--- src/rtl/core/ple_pkg.sv ---
package ple_pkg;

  typedef enum logic [2:0] {
    OP_APPEND = 3'd0,
    OP_POP    = 3'd1,
    OP_REMOVE = 3'd2,
    OP_INSERT = 3'd3,
    OP_GET    = 3'd4,
    OP_SET    = 3'd5,
    OP_SEARCH = 3'd6
  } op_e;

  typedef enum logic [1:0] {
    ST_OK    = 2'd0,
    ST_FULL  = 2'd1,
    ST_EMPTY = 2'd2,
    ST_RANGE = 2'd3
  } status_e;

  typedef enum logic [1:0] {
    S_IDLE,
    S_WORK,
    S_DONE
  } seq_state_e;

  localparam int unsigned POS_BITS   = 7;
  localparam int unsigned VALUE_BITS = 32;

  localparam logic signed [POS_BITS-1:0] NOT_FOUND = -7'sd1;

endpackage

--- src/rtl/core/ple_ram.sv ---
module ple_ram #(
  parameter int unsigned DEPTH = 64,
  parameter int unsigned WIDTH = 32,
  parameter int unsigned AW    = 6
) (
  input  logic             clk_i,
  input  logic             we_i,
  input  logic [AW-1:0]    waddr_i,
  input  logic [WIDTH-1:0] wdata_i,
  input  logic [AW-1:0]    raddr_i,
  output logic [WIDTH-1:0] rdata_o
);

  logic [WIDTH-1:0] mem_q [DEPTH];
  logic [WIDTH-1:0] rdata_q;

  always_ff @(posedge clk_i) begin
    if (we_i) begin
      mem_q[waddr_i] <= wdata_i;
    end
  end

  always_ff @(posedge clk_i) begin
    rdata_q <= mem_q[raddr_i];
  end

  assign rdata_o = rdata_q;

endmodule

--- src/rtl/core/positional_list_engine_core.sv ---
// Append, set, unused codes and rejected beats pass from idle straight to the done state;
// pop and get pass through the work state for one RAM read; remove, insert and search walk
// the list one entry per cycle in the work state through the single RAM port pair.
// One beat is in flight at a time; the next is taken the cycle after the result reaches the
// output register, and the result waits in the done state while the output stalls. Reset clears the
// length, sequencer and output valid; list entries stay undefined until written.
module positional_list_engine_core #(
  parameter int unsigned CAPACITY  = 64,
  parameter int unsigned WORD_BITS = 32
) (
  input  logic                                      clk_i,
  input  logic                                      rst_ni,
  input  logic                                      in_valid_i,
  output logic                                      in_stall_o,
  input  logic [2:0]                                operation_i,
  input  logic [ple_pkg::POS_BITS-1:0]              position_i,
  input  logic [ple_pkg::VALUE_BITS-1:0]            value_i,
  output logic                                      out_valid_o,
  input  logic                                      out_stall_i,
  output logic [ple_pkg::VALUE_BITS-1:0]            read_value_o,
  output logic signed [ple_pkg::POS_BITS-1:0]       found_index_o,
  output logic [ple_pkg::POS_BITS-1:0]              length_now_o,
  output logic [1:0]                                status_o
);

  import ple_pkg::*;

  localparam int unsigned AW   = (CAPACITY > 1) ? $clog2(CAPACITY) : 1;
  localparam int unsigned CW   = $clog2(CAPACITY + 1);
  localparam int unsigned CMPW = (CW > POS_BITS) ? CW : POS_BITS;

  typedef logic [WORD_BITS-1:0] word_t;
  typedef logic [CW-1:0]        cnt_t;

  seq_state_e state_q, state_d;
  op_e        op_q, op_d;
  word_t      key_q, key_d;
  cnt_t       pos_q, pos_d;
  cnt_t       ptr_q, ptr_d;
  cnt_t       pidx_q, pidx_d;
  logic       pend_q, pend_d;
  cnt_t       count_q, count_d;

  logic [VALUE_BITS-1:0]      res_rd_q, res_rd_d;
  logic signed [POS_BITS-1:0] res_found_q, res_found_d;
  status_e                    res_status_q, res_status_d;

  logic                       out_valid_q, out_valid_d;
  logic [VALUE_BITS-1:0]      out_rd_q, out_rd_d;
  logic signed [POS_BITS-1:0] out_found_q, out_found_d;
  logic [POS_BITS-1:0]        out_len_q, out_len_d;
  status_e                    out_status_q, out_status_d;

  logic          we;
  logic [AW-1:0] waddr;
  word_t         wdata;
  logic [AW-1:0] raddr;
  word_t         rd_data;

  logic  in_acc, out_free, is_full, is_empty, pos_ge_cnt, pos_gt_cnt;
  word_t in_word;
  cnt_t  cnt_inc, cnt_dec, ptr_inc, ptr_dec, pidx_inc, pidx_dec;

  ple_ram #(
    .DEPTH (CAPACITY),
    .WIDTH (WORD_BITS),
    .AW    (AW)
  ) u_ram (
    .clk_i   (clk_i),
    .we_i    (we),
    .waddr_i (waddr),
    .wdata_i (wdata),
    .raddr_i (raddr),
    .rdata_o (rd_data)
  );

  assign in_word    = WORD_BITS'(value_i);
  assign is_full    = (count_q == CW'(CAPACITY));
  assign is_empty   = (count_q == '0);
  assign pos_ge_cnt = (CMPW'(position_i) >= CMPW'(count_q));
  assign pos_gt_cnt = (CMPW'(position_i) > CMPW'(count_q));
  assign cnt_inc    = count_q + CW'(1);
  assign cnt_dec    = count_q - CW'(1);
  assign ptr_inc    = ptr_q + CW'(1);
  assign ptr_dec    = ptr_q - CW'(1);
  assign pidx_inc   = pidx_q + CW'(1);
  assign pidx_dec   = pidx_q - CW'(1);

  assign in_stall_o = (state_q != S_IDLE);
  assign in_acc     = in_valid_i && !in_stall_o;
  assign out_free   = !out_valid_q || !out_stall_i;

  always_comb begin
    state_d      = state_q;
    op_d         = op_q;
    key_d        = key_q;
    pos_d        = pos_q;
    ptr_d        = ptr_q;
    pidx_d       = pidx_q;
    pend_d       = pend_q;
    count_d      = count_q;
    res_rd_d     = res_rd_q;
    res_found_d  = res_found_q;
    res_status_d = res_status_q;
    out_valid_d  = out_valid_q;
    out_rd_d     = out_rd_q;
    out_found_d  = out_found_q;
    out_len_d    = out_len_q;
    out_status_d = out_status_q;
    we           = 1'b0;
    waddr        = '0;
    wdata        = key_q;
    raddr        = '0;

    if (out_valid_q && !out_stall_i) begin
      out_valid_d = 1'b0;
    end

    case (state_q)
      S_IDLE: begin
        if (in_acc) begin
          op_d         = op_e'(operation_i);
          key_d        = in_word;
          pos_d        = CW'(position_i);
          pend_d       = 1'b0;
          res_rd_d     = '0;
          res_found_d  = '0;
          res_status_d = ST_OK;
          state_d      = S_DONE;
          case (op_e'(operation_i))
            OP_APPEND: begin
              if (is_full) begin
                res_status_d = ST_FULL;
              end else begin
                we      = 1'b1;
                waddr   = count_q[AW-1:0];
                wdata   = in_word;
                count_d = cnt_inc;
              end
            end
            OP_POP: begin
              if (is_empty) begin
                res_status_d = ST_EMPTY;
              end else begin
                raddr   = cnt_dec[AW-1:0];
                count_d = cnt_dec;
                pend_d  = 1'b1;
                state_d = S_WORK;
              end
            end
            OP_REMOVE: begin
              if (is_empty) begin
                res_status_d = ST_EMPTY;
              end else if (pos_ge_cnt) begin
                res_status_d = ST_RANGE;
              end else begin
                ptr_d   = CW'(position_i) + CW'(1);
                state_d = S_WORK;
              end
            end
            OP_INSERT: begin
              if (is_full) begin
                res_status_d = ST_FULL;
              end else if (pos_gt_cnt) begin
                res_status_d = ST_RANGE;
              end else begin
                ptr_d   = count_q;
                state_d = S_WORK;
              end
            end
            OP_GET: begin
              if (is_empty) begin
                res_status_d = ST_EMPTY;
              end else if (pos_ge_cnt) begin
                res_status_d = ST_RANGE;
              end else begin
                raddr   = AW'(position_i);
                pend_d  = 1'b1;
                state_d = S_WORK;
              end
            end
            OP_SET: begin
              if (is_empty) begin
                res_status_d = ST_EMPTY;
              end else if (pos_ge_cnt) begin
                res_status_d = ST_RANGE;
              end else begin
                we    = 1'b1;
                waddr = AW'(position_i);
                wdata = in_word;
              end
            end
            OP_SEARCH: begin
              ptr_d   = '0;
              state_d = S_WORK;
            end
            default: ;
          endcase
        end
      end

      S_WORK: begin
        case (op_q)
          OP_POP, OP_GET: begin
            res_rd_d = VALUE_BITS'(rd_data);
            state_d  = S_DONE;
          end
          OP_REMOVE: begin
            // move the word read last cycle one place down
            if (pend_q) begin
              we    = 1'b1;
              waddr = pidx_dec[AW-1:0];
              wdata = rd_data;
            end
            if (ptr_q < count_q) begin
              raddr  = ptr_q[AW-1:0];
              pidx_d = ptr_q;
              ptr_d  = ptr_inc;
              pend_d = 1'b1;
            end else begin
              pend_d = 1'b0;
              if (!pend_q) begin
                count_d = cnt_dec;
                state_d = S_DONE;
              end
            end
          end
          OP_INSERT: begin
            // walk downwards, moving each word one place up
            if (pend_q) begin
              we    = 1'b1;
              waddr = pidx_inc[AW-1:0];
              wdata = rd_data;
            end
            if (ptr_q > pos_q) begin
              raddr  = ptr_dec[AW-1:0];
              pidx_d = ptr_dec;
              ptr_d  = ptr_dec;
              pend_d = 1'b1;
            end else begin
              pend_d = 1'b0;
              if (!pend_q) begin
                we      = 1'b1;
                waddr   = pos_q[AW-1:0];
                wdata   = key_q;
                count_d = cnt_inc;
                state_d = S_DONE;
              end
            end
          end
          OP_SEARCH: begin
            if (pend_q && (rd_data == key_q)) begin
              res_found_d = POS_BITS'(pidx_q);
              pend_d      = 1'b0;
              state_d     = S_DONE;
            end else if (ptr_q < count_q) begin
              raddr  = ptr_q[AW-1:0];
              pidx_d = ptr_q;
              ptr_d  = ptr_inc;
              pend_d = 1'b1;
            end else if (!pend_q) begin
              res_found_d = NOT_FOUND;
              state_d     = S_DONE;
            end else begin
              pend_d = 1'b0;
            end
          end
          default: begin
            state_d = S_DONE;
          end
        endcase
      end

      S_DONE: begin
        // hold until the output register can take the beat
        if (out_free) begin
          out_valid_d  = 1'b1;
          out_rd_d     = res_rd_q;
          out_found_d  = res_found_q;
          out_len_d    = POS_BITS'(count_q);
          out_status_d = res_status_q;
          state_d      = S_IDLE;
        end
      end

      default: begin
        state_d = S_IDLE;
      end
    endcase
  end

  always_ff @(posedge clk_i or negedge rst_ni) begin
    if (!rst_ni) begin
      state_q     <= S_IDLE;
      count_q     <= '0;
      pend_q      <= 1'b0;
      out_valid_q <= 1'b0;
    end else begin
      state_q     <= state_d;
      count_q     <= count_d;
      pend_q      <= pend_d;
      out_valid_q <= out_valid_d;
    end
  end

  always_ff @(posedge clk_i) begin
    op_q         <= op_d;
    key_q        <= key_d;
    pos_q        <= pos_d;
    ptr_q        <= ptr_d;
    pidx_q       <= pidx_d;
    res_rd_q     <= res_rd_d;
    res_found_q  <= res_found_d;
    res_status_q <= res_status_d;
    out_rd_q     <= out_rd_d;
    out_found_q  <= out_found_d;
    out_len_q    <= out_len_d;
    out_status_q <= out_status_d;
  end

  assign out_valid_o   = out_valid_q;
  assign read_value_o  = out_rd_q;
  assign found_index_o = out_found_q;
  assign length_now_o  = out_len_q;
  assign status_o      = out_status_q;

endmodule

--- config.mk ---
export PLATFORM = sky130hd
export DESIGN_NAME = positional_list_engine_core
export DESIGN_NICKNAME = d
export VERILOG_FILES = /design/src/rtl/core/ple_pkg.sv /design/src/rtl/core/ple_ram.sv /design/src/rtl/core/positional_list_engine_core.sv
export SDC_FILE = /design/constraint.sdc
export NUM_CORES = 2
export LEC_CHECK = 0
export BUFFER_PORTS_ARGS = -buffer_cell sky130_fd_sc_hd__buf_4
export CELL_PAD_IN_SITES_DETAIL_PLACEMENT = 1
export CELL_PAD_IN_SITES_GLOBAL_PLACEMENT = 1
export CORE_UTILIZATION = 40
export CTS_CLUSTER_SIZE = 14
export DETAILED_ROUTE_END_ITERATION = 10
export PLACE_DENSITY_LB_ADDON = 0.1
export SYNTH_ARGS = -nofsm -noshare
export SYNTH_HDL_FRONTEND = slang
export SYNTH_SLANG_ARGS = --single-unit
--- constraint.sdc ---
create_clock -name clk_i -period 8.28 [get_ports clk_i]
set_clock_uncertainty 0.05 [all_clocks]
set_input_delay 0.828 -clock clk_i [delete_from_list [all_inputs] [get_ports clk_i]]
set_output_delay 0.828 -clock clk_i [all_outputs]
set_load 0.01 [all_outputs]
* Word-level counts from Yosys, hierarchy flattened *
Memories as Yosys holds them, arrays and structs flattened. A register that Yosys moved wholly into a read port is not among the register bits.
Index checks and enable logic that the tools add are counted.

cells by class
  add/sub/neg operators = 7
  $mul = 0
  divide/modulo/power cells = 0
  $lt $le $gt $ge = 4
  equality and inequality tests = 39
  shift operators = 0
  muxes and demuxes = 106
  bitwise operators = 0
  reduce and logical (&&, ||, !) cells = 25

operators by type and width
  operator                                          count
  two-way mux 32 bit                                9
  case mux 32 bit (2 select lines)                  4
  two-way mux 7 bit                                 22
  two-way mux 6 bit                                 13
  case mux 7 bit (2 select lines)                   5
  case mux 7 bit (3 select lines)                   3
  case mux 6 bit (2 select lines)                   5
  inequality test 3 bit, second input constant      14
  == test 32 bit                                    1
  two-way mux 2 bit                                 16
  adder 7 x 1 -> 7 bit, second input constant       3
  AND reduction 10 bit                              2
  two-way mux 1 bit                                 18
  case mux 6 bit (3 select lines)                   1
  case mux 2 bit (4 select lines)                   2
  == test 3 bit, second input constant              5
  greater-than comparator 7 bit                     2
  subtractor 7 x 1 -> 7 bit, second input constant  2
  == test 3 x 2 -> 1 bit, second input constant     4
  case mux 2 bit (3 select lines)                   2
  inequality test 2 bit, second input constant      5
  case mux 1 bit (2 select lines)                   5
  AND reduction 3 bit                               3
  == test 7 bit, second input constant              1
  other kinds (25)                                  34

storage, ports and cells
  bits in registers = 156
  latch bits = 0
  memory bits (writable) = 2048
  ROM bits = 0
  bits of input ports = 46
  output and inout port bits = 50
  memories kept = 1

memories
  name         depth  bits a word  read ports  clocked after Yosys merged registers in  wr ports  line           source
  u_ram.mem_q  64     32           1           1                                        1         ple_ram.sv:14  logic [WIDTH-1:0] mem_q [DEPTH];

* Logic depth before layout (Yosys ltp) *
  depth in word-level cells = 8
  depth in mapped cells = 18
  gate-level depth less buffers = 13

* By module *
From an unflattened synthesis, not the netlist that was laid out.

unflattened totals
  cells, all modules = 4259
  area total of the unflattened synthesis = 87403.8 sq um

modules (own cells, without submodules)
  module                       instances  cells an instance  area an instance (sq um)
  ple_ram                      1          3511               79039.6
  positional_list_engine_core  1          748                8364.3

* Least setup slack after synthesis *
Ideal clock, no wire load.

  kind = input port to flip-flop
  start = input position_i[0] (netlist name)
  end = memory u_ram.mem_q[0][10] (data pin)
  data arrival time = 5.809 ns
  required time = 7.528 ns
  path slack = 1.720 ns
  stages = 11
  path buffers = 1
  path through = inv_1 ha_1 nand2b_1 a211oi_1 nor2_1 nor3_1 a31oi_1 nor2_1 clkbuf_1 mux2i_1 o21ai_0

on the way
  cells in the longest elaborated chain, start to end = 6

ends and longest elaborated chain
  element                            line                                source
  from (decl)                        positional_list_engine_core.sv:16   input logic [ple_pkg::POS_BITS-1:0] position_i,
  greater-or-equal comparator 7 bit  positional_list_engine_core.sv:80   assign pos_ge_cnt = (CMPW'(position_i) >= CMPW'(count_q));
  two-way mux 32 bit                 positional_list_engine_core.sv:185  end else if (pos_ge_cnt) begin
  two-way mux 32 bit                 positional_list_engine_core.sv:183  if (is_empty) begin
  case mux 32 bit (2 select lines)   positional_list_engine_core.sv:130  case (op_e'(operation_i))
  two-way mux 32 bit                 positional_list_engine_core.sv:121  if (in_acc) begin
  case mux 32 bit (2 select lines)   positional_list_engine_core.sv:119  case (state_q)
  named net u_ram.wdata_i[10]        ple_ram.sv:9                        input logic [WIDTH-1:0] wdata_i,
  to (decl)                          ple_ram.sv:14

The timed path passes the listed nets, and every way through them passes these cells.

* Final worst setup path *
  start = register u_ram.rdata_q[6], in the netlist u_ram.rdata_o[6] (read register of u_ram.mem_q)
  end = register u_ram.rdata_q[29], in the netlist u_ram.rdata_o[29] (read register of u_ram.mem_q)

on the way
  cells in the longest elaborated chain, start to end = 5

ends and longest elaborated chain
  element                          line                                source
  from (decl)                      ple_ram.sv:15                       logic [WIDTH-1:0] rdata_q;
  == test 32 bit                   positional_list_engine_core.sv:252  if (pend_q && (rd_data == key_q)) begin
  logical AND 1 bit                positional_list_engine_core.sv:252
  two-way mux 6 bit                positional_list_engine_core.sv:252
  case mux 6 bit (3 select lines)  positional_list_engine_core.sv:203  case (op_q)
  case mux 6 bit (2 select lines)  positional_list_engine_core.sv:119

No other way between the ends.
A chain may end at the register's enable or synchronous reset.

==> impl_metrics.json <==
{
  "status": "complete, no violations",
  "clkSinkCount": 2236,
  "critPathLaunchType": "flop",
  "first_pass_iters": 5,
  "gp_congestion": 0.8383,
  "stdcell_area_sq_mm": 0.1031,
  "fill_cells": 22267,
  "die_area_sq_mm": 0.2270,
  "crit_buf_inv": 3,
  "final_antenna_net_count": 0,
  "clk_latency_ps": 900,
  "num_rows": 173,
  "rr_endpoint": "u_ram.rdata_o[29]$_DFF_P_",
  "max_clock_freq_mhz": 132.4,
  "timing.final.crit_share_pct": 91.24,
  "drive_gt1_share_pct": 12.32,
  "synth_area_leaders": "edfxtp_1 (73%), nand2_1 (7.1%), nand3_1 (4.1%)",
  "cp.required_ps": 8850,
  "worst_ir_drop_vdd_v": 0.0001941,
  "vias": 58232,
  "ctsResizeCount": 0,
  "synth_top_cell_by_area": "edfxtp_1",
  "max_cap_violations": 0,
  "grt_max_degree": 111,
  "portBuffers": 95,
  "syn-instance-count": 6564,
  "finalHoldViolCount": 0,
  "grt_pass1_vias": 57678,
  "max_stage_delay_ps": 1010,
  "leakage_nw": 34.88,
  "drc": 0,
  "finalSetupTns_ps": 0,
  "drtIter0Drc": 5892,
  "yosys_warnings": 0,
  "viasPerCell": 5.874,
  "async_reset_ff_share_pct": 0.4919,
  "synth_area_sq_mm": 0.09006,
  "finalNetCount": 6797,
  "synth_top_area_share_pct": 73.13,
  "grt_overflow": 0,
  "slowest_stage": "nor3_1",
  "cp-endpoint": "u_ram.rdata_o[29]$_DFF_P_",
  "wl_mm": 316.5,
  "grt_use_total_pct": 27.35,
  "r2r_start": "u_ram.rdata_o[6]$_DFF_P_",
  "area_growth_syn_to_layout_pct": 14.46,
  "clock_path_buffers": 3,
  "max_slew_margin_pct": 5.848,
  "cts_tree": "yes",
  "cpLargestDelayFamily": "simple AND/OR/NAND/NOR gates",
  "cp_cell_sequence": "xor2_1, nor4_1, nand3_1, or4_1, a311oi_4, buf_12, buf_12, buf_4, mux4_2, a211oi_1, a21oi_1, nor3_1, o31ai_1",
  "ios": 96,
  "avgSynthCellArea_sq_um": 13.72,
  "h-tree-depth": 4,
  "powerDensity_mw_per_mm2": 284.1,
  "synth_edf_count": 2193,
  "rsz0062_at_grt": "false",
  "path_clk_slew_ps": 60,
  "grt_pass1_wl_mm": 444.0,
  "hpwl_mm": 188.0,
  "die_x_um": 476.5,
  "hold_path.class": "input pin to flop",
  "end_kind": "flop",
  "synth_nets": 6637,
  "period_needed_ps": 7555,
  "ys_seq_elements": 2236,
  "cp_num_cells": 13,
  "wire_per_inst_um": 31.92,
  "crit_path_start": "u_ram.rdata_o[6]$_DFF_P_",
  "drv_slew": 0,
  "place_area_sq_mm": 0.09560,
  "root_buffer": "clkbuf_16",
  "cts_made_buffers": 236,
  "synth_ff_type": "edfxtp_1",
  "post_synth_num_cell_types": 80,
  "reg2reg_depth": 13,
  "coreArea_sq_mm": 0.2230,
  "worst_slew_pin_slew_ps": 1401,
  "r2r_setup_slack_ps": 720,
  "crit_top_cell": "buf_12",
  "ys_seq_area_share_pct": 74.14,
  "initial_core_util_pct": 40.39,
  "fp.dieH_um": 476.5,
  "antenna_found_initial": 19,
  "critical_path_class": "flop to flop",
  "setup_viol": 0,
  "arrival_ps": 8120,
  "cp_max_fo": 62
}
==> worst reg2reg max path, cell delays in order, from the launching register on <==
cell,delay (ps)
dfxtp_1,980
xor2_1,210
nor4_1,470
nand3_1,250
or4_1,860
a311oi_4,800
buf_12,380
buf_12,410
buf_4,440
mux4_2,580
a211oi_1,290
a21oi_1,110
nor3_1,1010
o31ai_1,460
==> cell usage after synthesis, drive strengths merged (6+ instances only) <==
library cell / instances
edfxtp: 2193
nand2: 1712
nand3: 736
clkbuf: 222
buf: 189
a31oi: 175
nor2: 144
a21oi: 139
mux2i: 133
and3: 91
a22oi: 77
o21ai: 69
mux4: 63
a32oi: 41
a22o: 39
and2: 38
nand4: 38
o22ai: 38
xnor2: 38
dfxtp: 32
nor3: 31
inv: 29
xor2: 29
ha: 27
nor4: 21
a311oi: 20
a211oi: 18
o2111ai: 14
o221ai: 13
nand2b: 12
dfrtp: 11
a21o: 10
a221oi: 10
o31ai: 9
a41oi: 8
or3: 8
o211a: 7
o211ai: 7
nand3b: 6
nor2b: 6
o21a: 6
o41ai: 6
==> layout make-up <==
type                       instances  area, sq um  area share (%)
timing repair buffer             333         2882           2.795
multi-input combinational       3888        22140           21.48
clock inverter                   140         1132           1.098
tap                             2975         3722           3.611
sequential                      2236        66770           64.78
antenna                            8        20.02         0.01942
clock buffer                     305         6301           6.113
inverter                          29        108.9          0.1056
==> power breakdown <==
part           switching [W]  internal [W]
clock                0.00449       0.00583
combinational        0.00353      0.000932
sequential          0.000336        0.0142
total                0.00835        0.0209
==> cells by family after synthesis <==
| family | Yosys count | synth area share [%] |
|---|---|---|
| xor gates and xnor gates | 67 | 0.6516 |
| adders and majority gates | 27 | 0.3751 |
| DFF | 2236 | 74.14 |
| and+or+nand+nor | 2863 | 13.72 |
| muxes | 199 | 3.104 |
| AOI/OAI and AO/OA | 732 | 5.539 |
| buffers and inverters | 440 | 2.469 |
==> layout by cell type, fill, tap and decap left out, types with 32 or more instances in the layout <==
master / instances
a21oi_1: 137
a22o_1: 39
a22oi_1: 77
a31oi_1: 170
a32oi_1: 41
and2_1: 37
and3_1: 91
buf_4: 301
clkbuf_1: 61
clkbuf_16: 241
clkinv_1: 73
clkinv_2: 37
dfxtp_1: 32
edfxtp_1: 2193
mux2i_1: 133
mux4_2: 60
nand2_1: 1707
nand3_1: 734
nand4_1: 38
nor2_1: 73
nor2_4: 69
o21ai_0: 37
o22ai_1: 38
xnor2_1: 38
==> how the worst min path moves through the flow <==
stage                                      start                         end  depth (start not counted)  slack [ps]
floorplan           res_found_q[0]$_SDFFCE_PN0P_  found_index_o[0]$_DFFE_PP_                          0         350
global placement      res_rd_q[25]$_SDFFCE_PN0P_  read_value_o[25]$_DFFE_PP_                          0         350
detailed placement  res_found_q[0]$_SDFFCE_PN0P_  found_index_o[0]$_DFFE_PP_                          0         360
CTS                                  value_i[30]         key_q[30]$_DFFE_PP_                          1          30
global route                         value_i[30]         key_q[30]$_DFFE_PP_                          1          60
finish                               value_i[15]         key_q[15]$_DFFE_PP_                          1         100
==> sequential cells by signal (all words and copies together) (netlist names) <==
signal,cells
res_status_q,2
u_ram.mem_q,2048
res_found_q,7
key_q,32
ptr_q,7
state_q,2
length_now_o,7
op_q,3
pend_q,1
out_valid_o,1
status_o,2
res_rd_q,32
u_ram.rdata_o,32
found_index_o,7
read_value_o,32
pos_q,7
pidx_q,7
count_q,7
==> what timing repair did <==
item,in CTS,in global routing
endpoints found under the setup margin,0,0
hold buffers,1,0
setup buffers,0,0
endpoints found under the hold margin,11,0
==> stage by stage <==
stage	util (%)	cells	total power (W)	setup WS (ps)	hold WS, ps
after floorplan	-	6564	0.01684	1720	350.3
after global placement	42.86	9457	0.01906	609.3	352.6
after detailed placement	42.88	9460	0.01916	700.2	356.3
after CTS	46.22	9906	0.02940	667.5	33.17
after global routing	46.23	9910	0.03007	390.2	60.86
final	46.23	9914	0.02929	724.9	96.67
==> metal layers <==
metal | routed length [um] | global-route usage [%] | part of all wire (%)
met5 | 63 | 0 | 0.020
met4 | 8864 | 7.743 | 2.8
met3 | 20960 | 4.261 | 6.6
met2 | 146600 | 43.26 | 46
met1 | 140000 | 39.07 | 44
(Power assumes the default switching activity.)
